## src/llt_pkg.sv

```systemverilog
// Package for the list line trimmer: constants, character codes and the
// command word that the front end hands to the back end through the queue.
// Depends on nothing; every other file of the block imports it.
package llt_pkg;

	// Deepest run of pending whitespace that is kept for replay.
	localparam int WS_DEPTH = 32;
	// Width of a pending count (0 .. WS_DEPTH) and of an index into the run.
	localparam int CNT_W = $clog2(WS_DEPTH + 1);
	localparam int IDX_W = (WS_DEPTH > 1) ? $clog2(WS_DEPTH) : 1;

	// Depth of the command queue between front and back end.
	localparam int QUEUE_DEPTH = 2;
	localparam int QPTR_W = (QUEUE_DEPTH > 1) ? $clog2(QUEUE_DEPTH) : 1;
	localparam int QCNT_W = $clog2(QUEUE_DEPTH + 1);

	// Character codes.
	localparam logic [7:0] CH_CR = 8'h0D;
	localparam logic [7:0] CH_LF = 8'h0A;
	localparam logic [7:0] CH_SEMI = 8'h3B;
	localparam logic [7:0] CH_TAB = 8'h09;
	localparam logic [7:0] CH_SPACE = 8'h20;
	localparam logic [7:0] CH_UPPER_A = 8'h41;
	localparam logic [7:0] CH_UPPER_Z = 8'h5A;
	localparam logic [7:0] CASE_OFFSET = 8'h20;

	// One command: replay ws_count whitespace bytes from ws_bits (1 = tab),
	// then emit ch, or, when done is set, a single entry-closing word.
	typedef struct packed {
		logic [WS_DEPTH-1:0] ws_bits;
		logic [CNT_W-1:0]    ws_count;
		logic [7:0]          ch;
		logic                done;
		logic                ovf;
	} llt_cmd_t;

	// Queue status seen by the front and back ends.
	typedef struct packed {
		logic valid;
		logic full;
	} llt_q_status_t;

endpackage

```

## src/list_line_trimmer.sv

```systemverilog
// Top level of the list line trimmer: joins front end, command queue and back end.
// Depends on llt_pkg, llt_front, llt_queue and llt_back.
//
// Usage: raw list text enters on the slave stream one byte per word; tuser
// set marks the end of the input, and the byte is then ignored. Cleaned
// entry characters leave on the master stream one per word: tdata is the
// lower-cased character, tuser[0] marks the word that closes an entry (its
// character is then zero), tuser[1] flags a whitespace run that overflowed
// its buffer, and tlast marks the last output word caused by an input word.
// The command of an accepted input word is written into the command queue, and
// its first output word then passes through the output register. An input
// word yields at most one output word, but a content byte that follows pending
// whitespace yields the pending count plus one words (up to 33), so the output
// port sets the rate while a run is replayed. The two-entry command queue lets
// the front end keep accepting during a replay until the queue is full.
// Reset clears the scanner to the start of a line and empties the queue
// and the output register. When the receiver stalls, the output word holds,
// the queue fills and tready then falls.
module list_line_trimmer
	import llt_pkg::*;
(
	input  logic       clk,
	input  logic       arst_n,
	input  logic       s_tvalid,
	output logic       s_tready,
	input  logic [7:0] s_tdata,  // [7:0] in_byte
	input  logic       s_tuser,  // [0] stream_end
	output logic       m_tvalid,
	input  logic       m_tready,
	output logic [7:0] m_tdata,  // [7:0] out_char
	output logic [1:0] m_tuser,  // [0] entry_done, [1] ws_overflow
	output logic       m_tlast   // run_last
);

	llt_q_status_t q_status;
	llt_cmd_t      push_cmd;
	llt_cmd_t      head;
	logic          push;
	logic          pop;
	logic          entry_done;
	logic          ws_overflow;

	// The front end scans bytes and decides what each word will produce.
	llt_front u_front (
		.clk       (clk),
		.arst_n    (arst_n),
		.s_tvalid  (s_tvalid),
		.s_tready  (s_tready),
		.in_byte   (s_tdata),
		.stream_end(s_tuser),
		.q_status  (q_status),
		.push      (push),
		.push_cmd  (push_cmd)
	);

	// Commands wait here so that a long replay does not stall the input at once.
	llt_queue u_queue (
		.clk     (clk),
		.arst_n  (arst_n),
		.push    (push),
		.push_cmd(push_cmd),
		.pop     (pop),
		.head    (head),
		.status  (q_status)
	);

	// The back end turns each command into one or more output words.
	llt_back u_back (
		.clk        (clk),
		.arst_n     (arst_n),
		.head       (head),
		.q_status   (q_status),
		.pop        (pop),
		.m_tvalid   (m_tvalid),
		.m_tready   (m_tready),
		.out_char   (m_tdata),
		.entry_done (entry_done),
		.ws_overflow(ws_overflow),
		.run_last   (m_tlast)
	);

	assign m_tuser = {ws_overflow, entry_done};

	// A command is never pushed into a full queue.
	assert property (@(posedge clk) disable iff (!arst_n) push |-> !q_status.full)
		else $error("command pushed into a full queue");

	// A word that closes an entry carries no character.
	assert property (@(posedge clk) disable iff (!arst_n)
		(m_tvalid && m_tuser[0]) |-> (m_tdata == 8'd0))
		else $error("entry close word carries a character");

	// Closing an entry is always the last word of its input word.
	assert property (@(posedge clk) disable iff (!arst_n)
		(m_tvalid && m_tuser[0]) |-> m_tlast)
		else $error("entry close word not marked last");

	// A popped command leaves the queue only while it is valid.
	assert property (@(posedge clk) disable iff (!arst_n) pop |-> q_status.valid)
		else $error("pop from an empty queue");

endmodule

```

## src/llt_queue.sv

```systemverilog
// Short command queue between the front end and the back end of the
// list line trimmer. Depends on llt_pkg for the command type and depth.
module llt_queue
	import llt_pkg::*;
(
	input  logic          clk,
	input  logic          arst_n,
	input  logic          push,
	input  llt_cmd_t      push_cmd,
	input  logic          pop,
	output llt_cmd_t      head,
	output llt_q_status_t status
);

	llt_cmd_t          entry_q [QUEUE_DEPTH];
	logic [QPTR_W-1:0] wr_ptr_q;
	logic [QPTR_W-1:0] rd_ptr_q;
	logic [QCNT_W-1:0] count_q;

	function automatic logic [QPTR_W-1:0] next_ptr(input logic [QPTR_W-1:0] ptr);
		logic [QPTR_W-1:0] nxt;
		if (ptr == QPTR_W'(QUEUE_DEPTH - 1)) begin
			nxt = '0;
		end else begin
			nxt = ptr + 1'b1;
		end
		return nxt;
	endfunction

	assign head         = entry_q[rd_ptr_q];
	assign status.valid = (count_q != '0);
	assign status.full  = (count_q == QCNT_W'(QUEUE_DEPTH));

	always_ff @(posedge clk) begin
		if (push) begin
			entry_q[wr_ptr_q] <= push_cmd;
		end
	end

	always_ff @(posedge clk or negedge arst_n) begin
		if (!arst_n) begin
			wr_ptr_q <= '0;
			rd_ptr_q <= '0;
			count_q  <= '0;
		end else begin
			if (push) begin
				wr_ptr_q <= next_ptr(wr_ptr_q);
			end
			if (pop) begin
				rd_ptr_q <= next_ptr(rd_ptr_q);
			end
			if (push && !pop) begin
				count_q <= count_q + 1'b1;
			end else if (pop && !push) begin
				count_q <= count_q - 1'b1;
			end
		end
	end

endmodule

```

## src/llt_front.sv

```systemverilog
// Front end of the list line trimmer: accepts input words, tracks the line
// scanner state and pending whitespace, and queues output commands. Uses llt_pkg.
module llt_front
	import llt_pkg::*;
(
	input  logic          clk,
	input  logic          arst_n,
	input  logic          s_tvalid,
	output logic          s_tready,
	input  logic [7:0]    in_byte,
	input  logic          stream_end,
	input  llt_q_status_t q_status,
	output logic          push,
	output llt_cmd_t      push_cmd
);

	localparam logic [1:0] ST_START   = 2'd0;
	localparam logic [1:0] ST_CONTENT = 2'd1;
	localparam logic [1:0] ST_WS      = 2'd2;
	localparam logic [1:0] ST_COMMENT = 2'd3;

	logic [1:0]          scan_q, scan_d;
	logic [CNT_W-1:0]    cnt_q, cnt_d;
	logic                has_q, has_d;
	logic                ovf_q, ovf_d;
	logic [WS_DEPTH-1:0] ws_q, ws_d;
	logic                accept;

	assign s_tready = !q_status.full;
	assign accept   = s_tvalid && s_tready;

	always_comb begin
		scan_d            = scan_q;
		cnt_d             = cnt_q;
		has_d             = has_q;
		ovf_d             = ovf_q;
		ws_d              = ws_q;
		push              = 1'b0;
		push_cmd.ws_bits  = ws_q;
		push_cmd.ws_count = '0;
		push_cmd.ch       = '0;
		push_cmd.done     = 1'b0;
		push_cmd.ovf      = 1'b0;
		if (accept) begin
			if (stream_end) begin
				push          = has_q;
				push_cmd.done = 1'b1;
				scan_d        = ST_START;
				cnt_d         = '0;
				has_d         = 1'b0;
				ovf_d         = 1'b0;
			end else if (in_byte == CH_CR) begin
				scan_d = scan_q;
			end else if (in_byte == CH_LF) begin
				push          = 1'b1;
				push_cmd.done = 1'b1;
				scan_d        = ST_START;
				cnt_d         = '0;
				has_d         = 1'b0;
				ovf_d         = 1'b0;
			end else if (in_byte == CH_SEMI) begin
				scan_d = ST_COMMENT;
				cnt_d  = '0;
				ovf_d  = 1'b0;
			end else if (in_byte inside {CH_SPACE, CH_TAB}) begin
				if (scan_q == ST_CONTENT || scan_q == ST_WS) begin
					if (cnt_q < CNT_W'(WS_DEPTH)) begin
						ws_d[cnt_q[IDX_W-1:0]] = (in_byte == CH_TAB);
						cnt_d = cnt_q + 1'b1;
					end else begin
						ovf_d = 1'b1;
					end
					scan_d = ST_WS;
				end
			end else if (scan_q != ST_COMMENT) begin
				push = 1'b1;
				if (in_byte inside {[CH_UPPER_A:CH_UPPER_Z]}) begin
					push_cmd.ch = in_byte + CASE_OFFSET;
				end else begin
					push_cmd.ch = in_byte;
				end
				if (scan_q == ST_WS) begin
					push_cmd.ws_count = cnt_q;
					push_cmd.ovf      = ovf_q;
				end
				scan_d = ST_CONTENT;
				cnt_d  = '0;
				has_d  = 1'b1;
				ovf_d  = 1'b0;
			end
		end
	end

	// The whitespace run holds data only; entries at or above the count are never read.
	always_ff @(posedge clk) begin
		ws_q <= ws_d;
	end

	always_ff @(posedge clk or negedge arst_n) begin
		if (!arst_n) begin
			scan_q <= ST_START;
			cnt_q  <= '0;
			has_q  <= 1'b0;
			ovf_q  <= 1'b0;
		end else begin
			scan_q <= scan_d;
			cnt_q  <= cnt_d;
			has_q  <= has_d;
			ovf_q  <= ovf_d;
		end
	end

endmodule

```

## src/llt_back.sv

```systemverilog
// Back end of the list line trimmer: expands the queue's head command into output words,
// one per cycle unless the output stalls, into a registered output stage. Uses llt_pkg.
module llt_back
	import llt_pkg::*;
(
	input  logic          clk,
	input  logic          arst_n,
	input  llt_cmd_t      head,
	input  llt_q_status_t q_status,
	output logic          pop,
	output logic          m_tvalid,
	input  logic          m_tready,
	output logic [7:0]    out_char,
	output logic          entry_done,
	output logic          ws_overflow,
	output logic          run_last
);

	logic [CNT_W-1:0] idx_q;
	logic             advance;
	logic             emit;
	logic             last;
	logic [7:0]       char_d;
	logic             valid_q;
	logic [7:0]       char_q;
	logic             done_q;
	logic             ovf_q;
	logic             last_q;

	assign advance = !valid_q || m_tready;
	assign emit    = advance && q_status.valid;
	assign last    = (idx_q == head.ws_count);
	assign pop     = emit && last;

	always_comb begin
		if (last) begin
			char_d = head.ch;
		end else if (head.ws_bits[idx_q[IDX_W-1:0]]) begin
			char_d = CH_TAB;
		end else begin
			char_d = CH_SPACE;
		end
	end

	always_ff @(posedge clk) begin
		if (emit) begin
			char_q <= char_d;
			done_q <= head.done && last;
			ovf_q  <= head.ovf;
			last_q <= last;
		end
	end

	always_ff @(posedge clk or negedge arst_n) begin
		if (!arst_n) begin
			valid_q <= 1'b0;
			idx_q   <= '0;
		end else begin
			if (advance) begin
				valid_q <= q_status.valid;
			end
			if (emit) begin
				if (last) begin
					idx_q <= '0;
				end else begin
					idx_q <= idx_q + 1'b1;
				end
			end
		end
	end

	assign m_tvalid    = valid_q;
	assign out_char    = char_q;
	assign entry_done  = done_q;
	assign ws_overflow = ovf_q;
	assign run_last    = last_q;

endmodule

```

## config.mk

```make
export PLATFORM = sky130hd
export DESIGN_NAME = list_line_trimmer
export DESIGN_NICKNAME = d
export VERILOG_FILES = /design/src/llt_pkg.sv /design/src/list_line_trimmer.sv /design/src/llt_queue.sv /design/src/llt_front.sv /design/src/llt_back.sv
export SDC_FILE = /design/constraint.sdc
export NUM_CORES = 1
export LEC_CHECK = 0
export ABC_CLOCK_PERIOD_IN_PS = 4700
export BUFFER_PORTS_ARGS = -buffer_cell sky130_fd_sc_hd__buf_2
export CELL_PAD_IN_SITES_DETAIL_PLACEMENT = 1
export CELL_PAD_IN_SITES_GLOBAL_PLACEMENT = 2
export CORE_MARGIN = 2
export CORE_UTILIZATION = 35
export DETAILED_ROUTE_END_ITERATION = 8
export GPL_ROUTABILITY_DRIVEN = 0
export GPL_TIMING_DRIVEN = 0
export PLACE_DENSITY_LB_ADDON = 0.1
export SYNTH_ARGS = -nofsm -noshare
export SYNTH_HDL_FRONTEND = slang
export SYNTH_HIERARCHICAL = 1
export SYNTH_SLANG_ARGS = --single-unit
```

## constraint.sdc

```tcl
create_clock -name clk -period 4.7 [get_ports clk]
set_input_delay 0.235 -clock clk [delete_from_list [all_inputs] [get_ports clk]]
set_output_delay 0.235 -clock clk [all_outputs]
set_load 0.05 [all_outputs]
```

==> results of run 1 <==
==> what timing repair did <==
item | CTS | global route
hold endpoints to repair | 21 | 0
setup buffers | 0 | 0
hold buffers | 1 | 0
==> power breakdown <==
group          switching (W)  leakage, nW  internal [W]
sequential         0.0000999         1.62       0.00184
clock               0.000555        0.279      0.000835
combinational       0.000796         1.06      0.000544
total                0.00145         2.96       0.00322
==> metal layers <==
metal | routed length [µm] | global-route usage [%] | vias to the layer above
li1 | - | - | 1825
met1 | 7360 | 21.2 | 2021
met2 | 7310 | 25.0 | 47
met3 | 350 | 3.46 | 13
met4 | 165 | 4.60 | 0
met5 | 0 | 0 | -
==> stage by stage <==
step / total power (W) / setup slack, ps
after floorplan: 0.00294 / 531
after global placement: 0.00330 / -1710
after detailed placement: 0.00333 / 960
after CTS: 0.00474 / 1230
after global routing: 0.00490 / 1020
final: 0.00467 / 1330
==> cells in the final DEF (no fill, tap or decap), types with 3 or more instances in the layout <==
cell type   instances
edfxtp_1          139
nor2_1             42
mux2_2             42
buf_2              26
and3_1             21
dfrtp_1            21
nand2_1            19
clkbuf_16          17
o21ai_0            12
clkbuf_1           10
xor2_1             10
mux2_4             10
inv_1               9
ha_1                9
nor2b_1             8
nand3_1             8
mux4_2              6
nand4_1             6
buf_4               5
a22o_1              5
or3_1               5
nand2b_1            4
o21a_1              4
clkinvlp_4          3
bufinv_16           3
clkinv_1            3
mux2i_1             3
or4b_1              3
nor3_1              3
buf_6               3
nand3b_1            3
or2_2               3
==> flip-flops by register name, indices dropped and copies added, names as in the netlist, 2 cells and up <==
signal	flops
u_front/scan_q	2
u_back/idx_q	6
u_queue/entry_q	96
u_queue/count_q	2
u_front/ws_q	32
u_back/out_char	8
u_front/cnt_q	6
==> logic make-up after synthesis <==
family | Yosys count | share of synthesized area [%]
DFF | 160 | 67.7
and+or+nand+nor | 143 | 11.2
muxes | 61 | 11.3
AOI/OAI and AO/OA | 42 | 4.34
buffers and inverters | 30 | 2.41
xor gates and xnor gates | 11 | 1.39
adders and majority gates | 9 | 1.62
==> cells in the mapped netlist (8+ instances only) <==
master and count:
mux2_4 10, nand3_1 8, dfrtp_1 21, nand2_1 19
clkbuf_1 8, and3_1 21, mux2_2 42, nor2b_1 9
xor2_1 10, nor2_1 42, o21ai_0 12, ha_1 9
inv_1 9, edfxtp_1 139
==> critical path, delay by kind of cell (launching register included) <==
kind | cells | cell delay [ps]
XOR/XNOR | 2 | 330
multiplexers | 1 | 320
flip-flops | 1 | 410
adder cells (fa/ha/maj) | 1 | 320
buffers and inverters | 3 | 480
AND/OR/NAND/NOR | 4 | 1430
==> path summary, 6_finish.rpt <==
path | startpoint | to | slack, ps | cells after the start
setup / recovery | u_queue/rd_ptr_q | u_queue/count_q[1] | 1330 | 11
hold / removal | m_tready | u_back/m_tvalid | 100 | 3
setup reg to reg | u_queue/rd_ptr_q | u_queue/count_q[1] | 1330 | 11
hold reg to reg | u_front/ws_q[8] | u_queue/entry_q[1][24] | 440 | 0
max in group asynchronous | arst_n | u_back/idx_q[5] | 3980 | 2
min in group asynchronous | arst_n | u_front/cnt_q[4] | 330 | 2
==> final cells by class <==
cell class | count | area [µm²]
fill | 1976 | 11400
clock inverter | 13 | 160
buffer | 20 | 130
clock buffer | 19 | 433
sequential | 160 | 4700
timing repair buffer | 27 | 170
inverter | 10 | 37.5
multi-input combinational | 266 | 2090
tap | 265 | 332
==> metrics.yaml, run 1 <==
outcome:
  status: "complete, no violations"
global_route:
  grt_util_all_layers_pct: 15.6
  grt_pass1_wl_um: 23800
  grt.overflow.total: 0
  antenna_found_initial: 0
  grt_max_degree: 33
  grt_pass1_vias: 4125
worst_setup_path:
  cp_slowest_cell: "nor4_2"
  max_stage_delay_ps: 590
  start_kind: "flip-flop"
  crit_path_end_kind: "flip-flop"
  cp_max_fo: 10
  path_cells: "buf_6 -> buf_8 -> mux2_4 -> xor2_1 -> nor4_2 -> nand2_1 -> nor2_1 -> inv_1 -> ha_1 -> nor2_1 -> xor2_1"
  critical_path_class: "flip-flop to flip-flop"
  worst_ep_arrival_time_ps: 3720
  cp.required_ps: 5050
synth:
  postSynthCellCount: 456
  syn_area_um2: 6950
  synth_top_area_cell: "edfxtp_1"
  ys_seq_area_share_pct: 67.7
  syn_area_per_cell_um2: 15.2
  synth_ff_type: "edfxtp_1"
  async_reset_ff_share_pct: 13.1
  ys_ff_latch: 160
  yosysWarnings: 6
  synth.net_count: 478
  synthTopCellsByArea: "edfxtp_1 60%, dfrtp_1 7.6%, mux2_2 6.8%"
  synth_top_cell_area_share_pct: 60.1
  synth_edf_count: 139
  synth.distinct_cells: 61
route:
  drt_pass1_iterations: 6
  route.detailed.drc: 0
  drt-total-wl_um: 15200
  ant_nets: 0
  vias_per_cell: 5.01
  drt-initial-drc-count: 207
  wl_per_cell_um: 19.5
  routed-via-count: 3906
sta:
  rsz0062_at_grt: "false"
  skew_ps: 6.54
  max_freq_ghz: 0.297
  finalHoldWorstSlack_ps: 103
  max_slew_margin_pct: 38.9
  worstMarginPinSlew_ps: 907
  finalSetupViolCount: 0
  min_period_over_period_pct: 71.6
  fin_crit_ps: 3370
  finalHoldViolations: 0
  fin_setup_tns_ps: 0
  drv_slew: 0
placement:
  io_buffers: 24
  placed_area_um2: 7450
  place_inst: 747
  hpwl_um: 10100
cells_and_area:
  nets: 524
  fin_area_um2: 8050
  fin_util_pct: 41.4
  syn2layout_area_growth_pct: 15.9
  final_cells: 780
  drive_gt1_share_pct: 26.0
  n_antenna_cell: 0
floorplan:
  start_util_pct: 35.7
  die_w_um: 145
  rows: 51
  die_h_um: 145
  die-area_um2: 21000
  core_area_um2: 19500
  pin_count: 26
clocking:
  clkTransAtPathRegs_ps: 60
  cts.path.max_buffers: 2
  numCtsBuffers: 17
  cts-root-buf: "clkbuf_16"
  clkLatencyLatePin_ps: 420
  cts_sinks: 160
  cts_tree: "yes"
  postCtsResizedCells: 0
  htreeDepth: 4
min_path:
  hp-class: "input port to flip-flop"
job:
  max-cap-violations: 0
power:
  leakagePower_nw: 2.96
  peakVddDrop_v: 0.000297
  power_density_nw_per_um2: 580
No activity file was read; power rests on OpenSTA's default activity.
==> run 2, diff against run 1 <==
ABC_CLOCK_PERIOD_IN_PS = 3000   (was 4700)
clock period = 3 ns   (was 4.7 ns; I/O delays follow)
==> run 2 against run 1 <==
  * Sequential cell count stayed put
  * Sequential power up 57%
  * Via count down 0.15%
  * Largest power group unchanged
  * First-iteration DRC count increased by 25%
  * Largest cell class unchanged
  * Worst hold slack improved by 67 ps
  * Clock-buffer cell count is 3 higher
==> metrics.yaml, run 2 (synthesis results as in run 1) <==
worst_setup_path:
  path_cells: "buf_6 -> buf_8 -> mux2_4 -> xor2_1 -> nor4_4 -> nand2_2 -> nor2_4 -> inv_1 -> ha_1 -> nor2_1 -> xor2_1"
  cp_max_fo: 10
  reg2reg_slack_ps: 190
  reg2reg_from: "u_queue/rd_ptr_q"
  max_stage_delay_ps: 400
  cp.required_ps: 3350
  reg2reg_to: "u_queue/count_q[1]"
  worst_path_most_repeated_cell: "xor2_1"
  reg2reg_depth: 11
  start_kind: "flip-flop"
  critical_path_class: "flip-flop to flip-flop"
  worst_ep_arrival_time_ps: 3160
  cp_slowest_cell: "dfrtp_1"
  crit_path_end_kind: "flip-flop"
sta:
  fin_crit_ps: 2810
  finalHoldViolations: 0
  max_slew_margin_pct: 37.2
  finalWorstSetupSlack_ps: 187
  skew_ps: 9.38
  rsz0062_at_grt: "true"
  min_period_over_period_pct: 93.8
  max_freq_ghz: 0.355
  worstMarginPinSlew_ps: 940
  drv_slew: 0
  fin_setup_tns_ps: 0
  finalSetupViolCount: 0
cells_and_area:
  top_register: "u_queue/entry_q"
  fin_util_pct: 41.8
  multi_input_area_um2: 2120
  syn2layout_area_growth_pct: 17.2
  fin_area_um2: 8140
  final_common_cell: "edfxtp_1"
  drive_gt1_share_pct: 27.2
  n_fill_cell: 1960
  largest_register_ffs: 96
  mostFrequentLayoutCells: "139 x edfxtp_1, 42 x mux2_2, 41 x nor2_1"
  register_area_um2: 4700
  n_antenna_cell: 0
  nets: 531
route:
  route.detailed.drc: 0
  drt_pass1_iterations: 6
  vias_per_cell: 4.96
  ant_nets: 0
  wl_per_cell_um: 19.5
  drt-total-wl_um: 15300
  drt-initial-drc-count: 258
  routed-via-count: 3900
power:
  total_power_w: 0.00746
  switching_share_pct: 30.8
  p_switching_w: 0.00229
  pwr-share-seq_pct: 40.8
  p_clk_share_pct: 30.5
  peakVddDrop_v: 0.000417
  power_density_nw_per_um2: 916
  internal_power_w: 0.00516
  pwr-share-comb_pct: 28.7
  leakagePower_nw: 2.99
min_path:
  holdPathEnd: "u_queue/entry_q[0][8]"
  hold_start: "s_tdata[6]"
  hp-class: "input port to flip-flop"
  hold_depth: 2
clocking:
  clkTransAtPathRegs_ps: 60
  numCtsBuffers: 17
  clkLatencyLatePin_ps: 420
  cts_tree: "yes"
  cts-root-buf: "clkbuf_16"
  cts_sinks: 160
  htreeDepth: 4
  cts.path.max_buffers: 2
global_route:
  grt.overflow.total: 0
  grt_util_all_layers_pct: 15.6
  grt_pass1_vias: 4126
  grt_max_degree: 49
  grt_pass1_wl_um: 23700
  antenna_found_initial: 0
job:
  max-cap-violations: 0
placement:
  placed_area_um2: 7430
  place_ws_ps: -803
  hpwl_um: 10100
  io_buffers: 24
floorplan:
  die_w_um: 145
  die-area_um2: 21000
  die_h_um: 145
  core_area_um2: 19500
  rows: 51
  start_util_pct: 35.7
  pin_count: 26
outcome:
  status: "complete, no violations"
run 2: cell count changes in the layout (fill, tap and decap cells not counted), sizes merged:
cell / delta
clkinvlp: -2
clkbuf: +3
bufinv: +1
clkinv: -1
dlygate4sd3: +1
inv: -1
buf: +5
nor2b: +1
run 2: worst max path at each step:
stage	slack [ps]	start	cells past startpoint	to
floorplan	320	s_tdata[3]	9	u_queue/entry_q[0][0]
CTS	6	u_queue/rd_ptr_q	11	u_queue/count_q[1]
detailed placement	-800	s_tdata[1]	9	u_queue/entry_q[1][31]
global route	-30	u_queue/rd_ptr_q	11	u_queue/count_q[1]
global placement	-980	s_tdata[1]	9	u_queue/entry_q[0][31]
finish	190	u_queue/rd_ptr_q	11	u_queue/count_q[1]
run 2: worst max-delay path: cells and delay by family, from the launching register on:
kind	cells	cell delay, ps
XOR/XNOR	2	340
buffers and inverters	3	460
flip-flops	1	400
AND/OR/NAND/NOR	4	920
multiplexers	1	310
adder cells (fa/ha/maj)	1	300
run 2: what timing repair did:
| action | in CTS | in global routing |
|---|---|---|
| gates resized for setup | 5 | 2 |
| hold buffers | 2 | 0 |
| buffers inserted | 0 | 6 |
| endpoints found under the setup margin | 98 | 117 |
| pin swaps | 0 | 5 |
| gates cloned | 1 | 0 |
| endpoints found under the hold margin | 22 | 0 |
run 2: layout make-up:
cell class / count / share of cell area, %
flip-flops and latches: 160 / 57.7
multi-input cells: 267 / 26.0
clock buffers: 22 / 5.58
well taps: 265 / 4.07
repair buffers: 33 / 2.52
clock inverters: 10 / 2.00
plain buffers: 20 / 1.60
inverters: 10 / 0.461
run 2: metrics by stage:
stage | cells | hold slack (ps)
finish | 787 | 171
global route | 787 | 179
CTS | 781 | 166
detailed placement | 746 | 183
global placement | 745 | 180
floorplan | 456 | -146
run 2: power by group through the flow:
stage / sequential, W / clock (W) / combinational [W]
4_1_cts: 0.00305 / 0.00233 / 0.00217
3_3_place_gp: 0.00308 / 0 / 0.00208
3_5_place_dp: 0.00309 / 0 / 0.00212
6_report: 0.00304 / 0.00227 / 0.00214
2_1_floorplan: 0.00324 / 0 / 0.00136
5_1_grt: 0.00309 / 0.00241 / 0.00231
run 2: metal layers:
metal  part of all wire (%)  track usage [%]  vias up
met5                      0                0        -
met4                   0.77             3.68        0
met3                    3.2             3.55        7
met2                     49             25.5       39
met1                     47             21.3     2020
li1                       -                -     1834
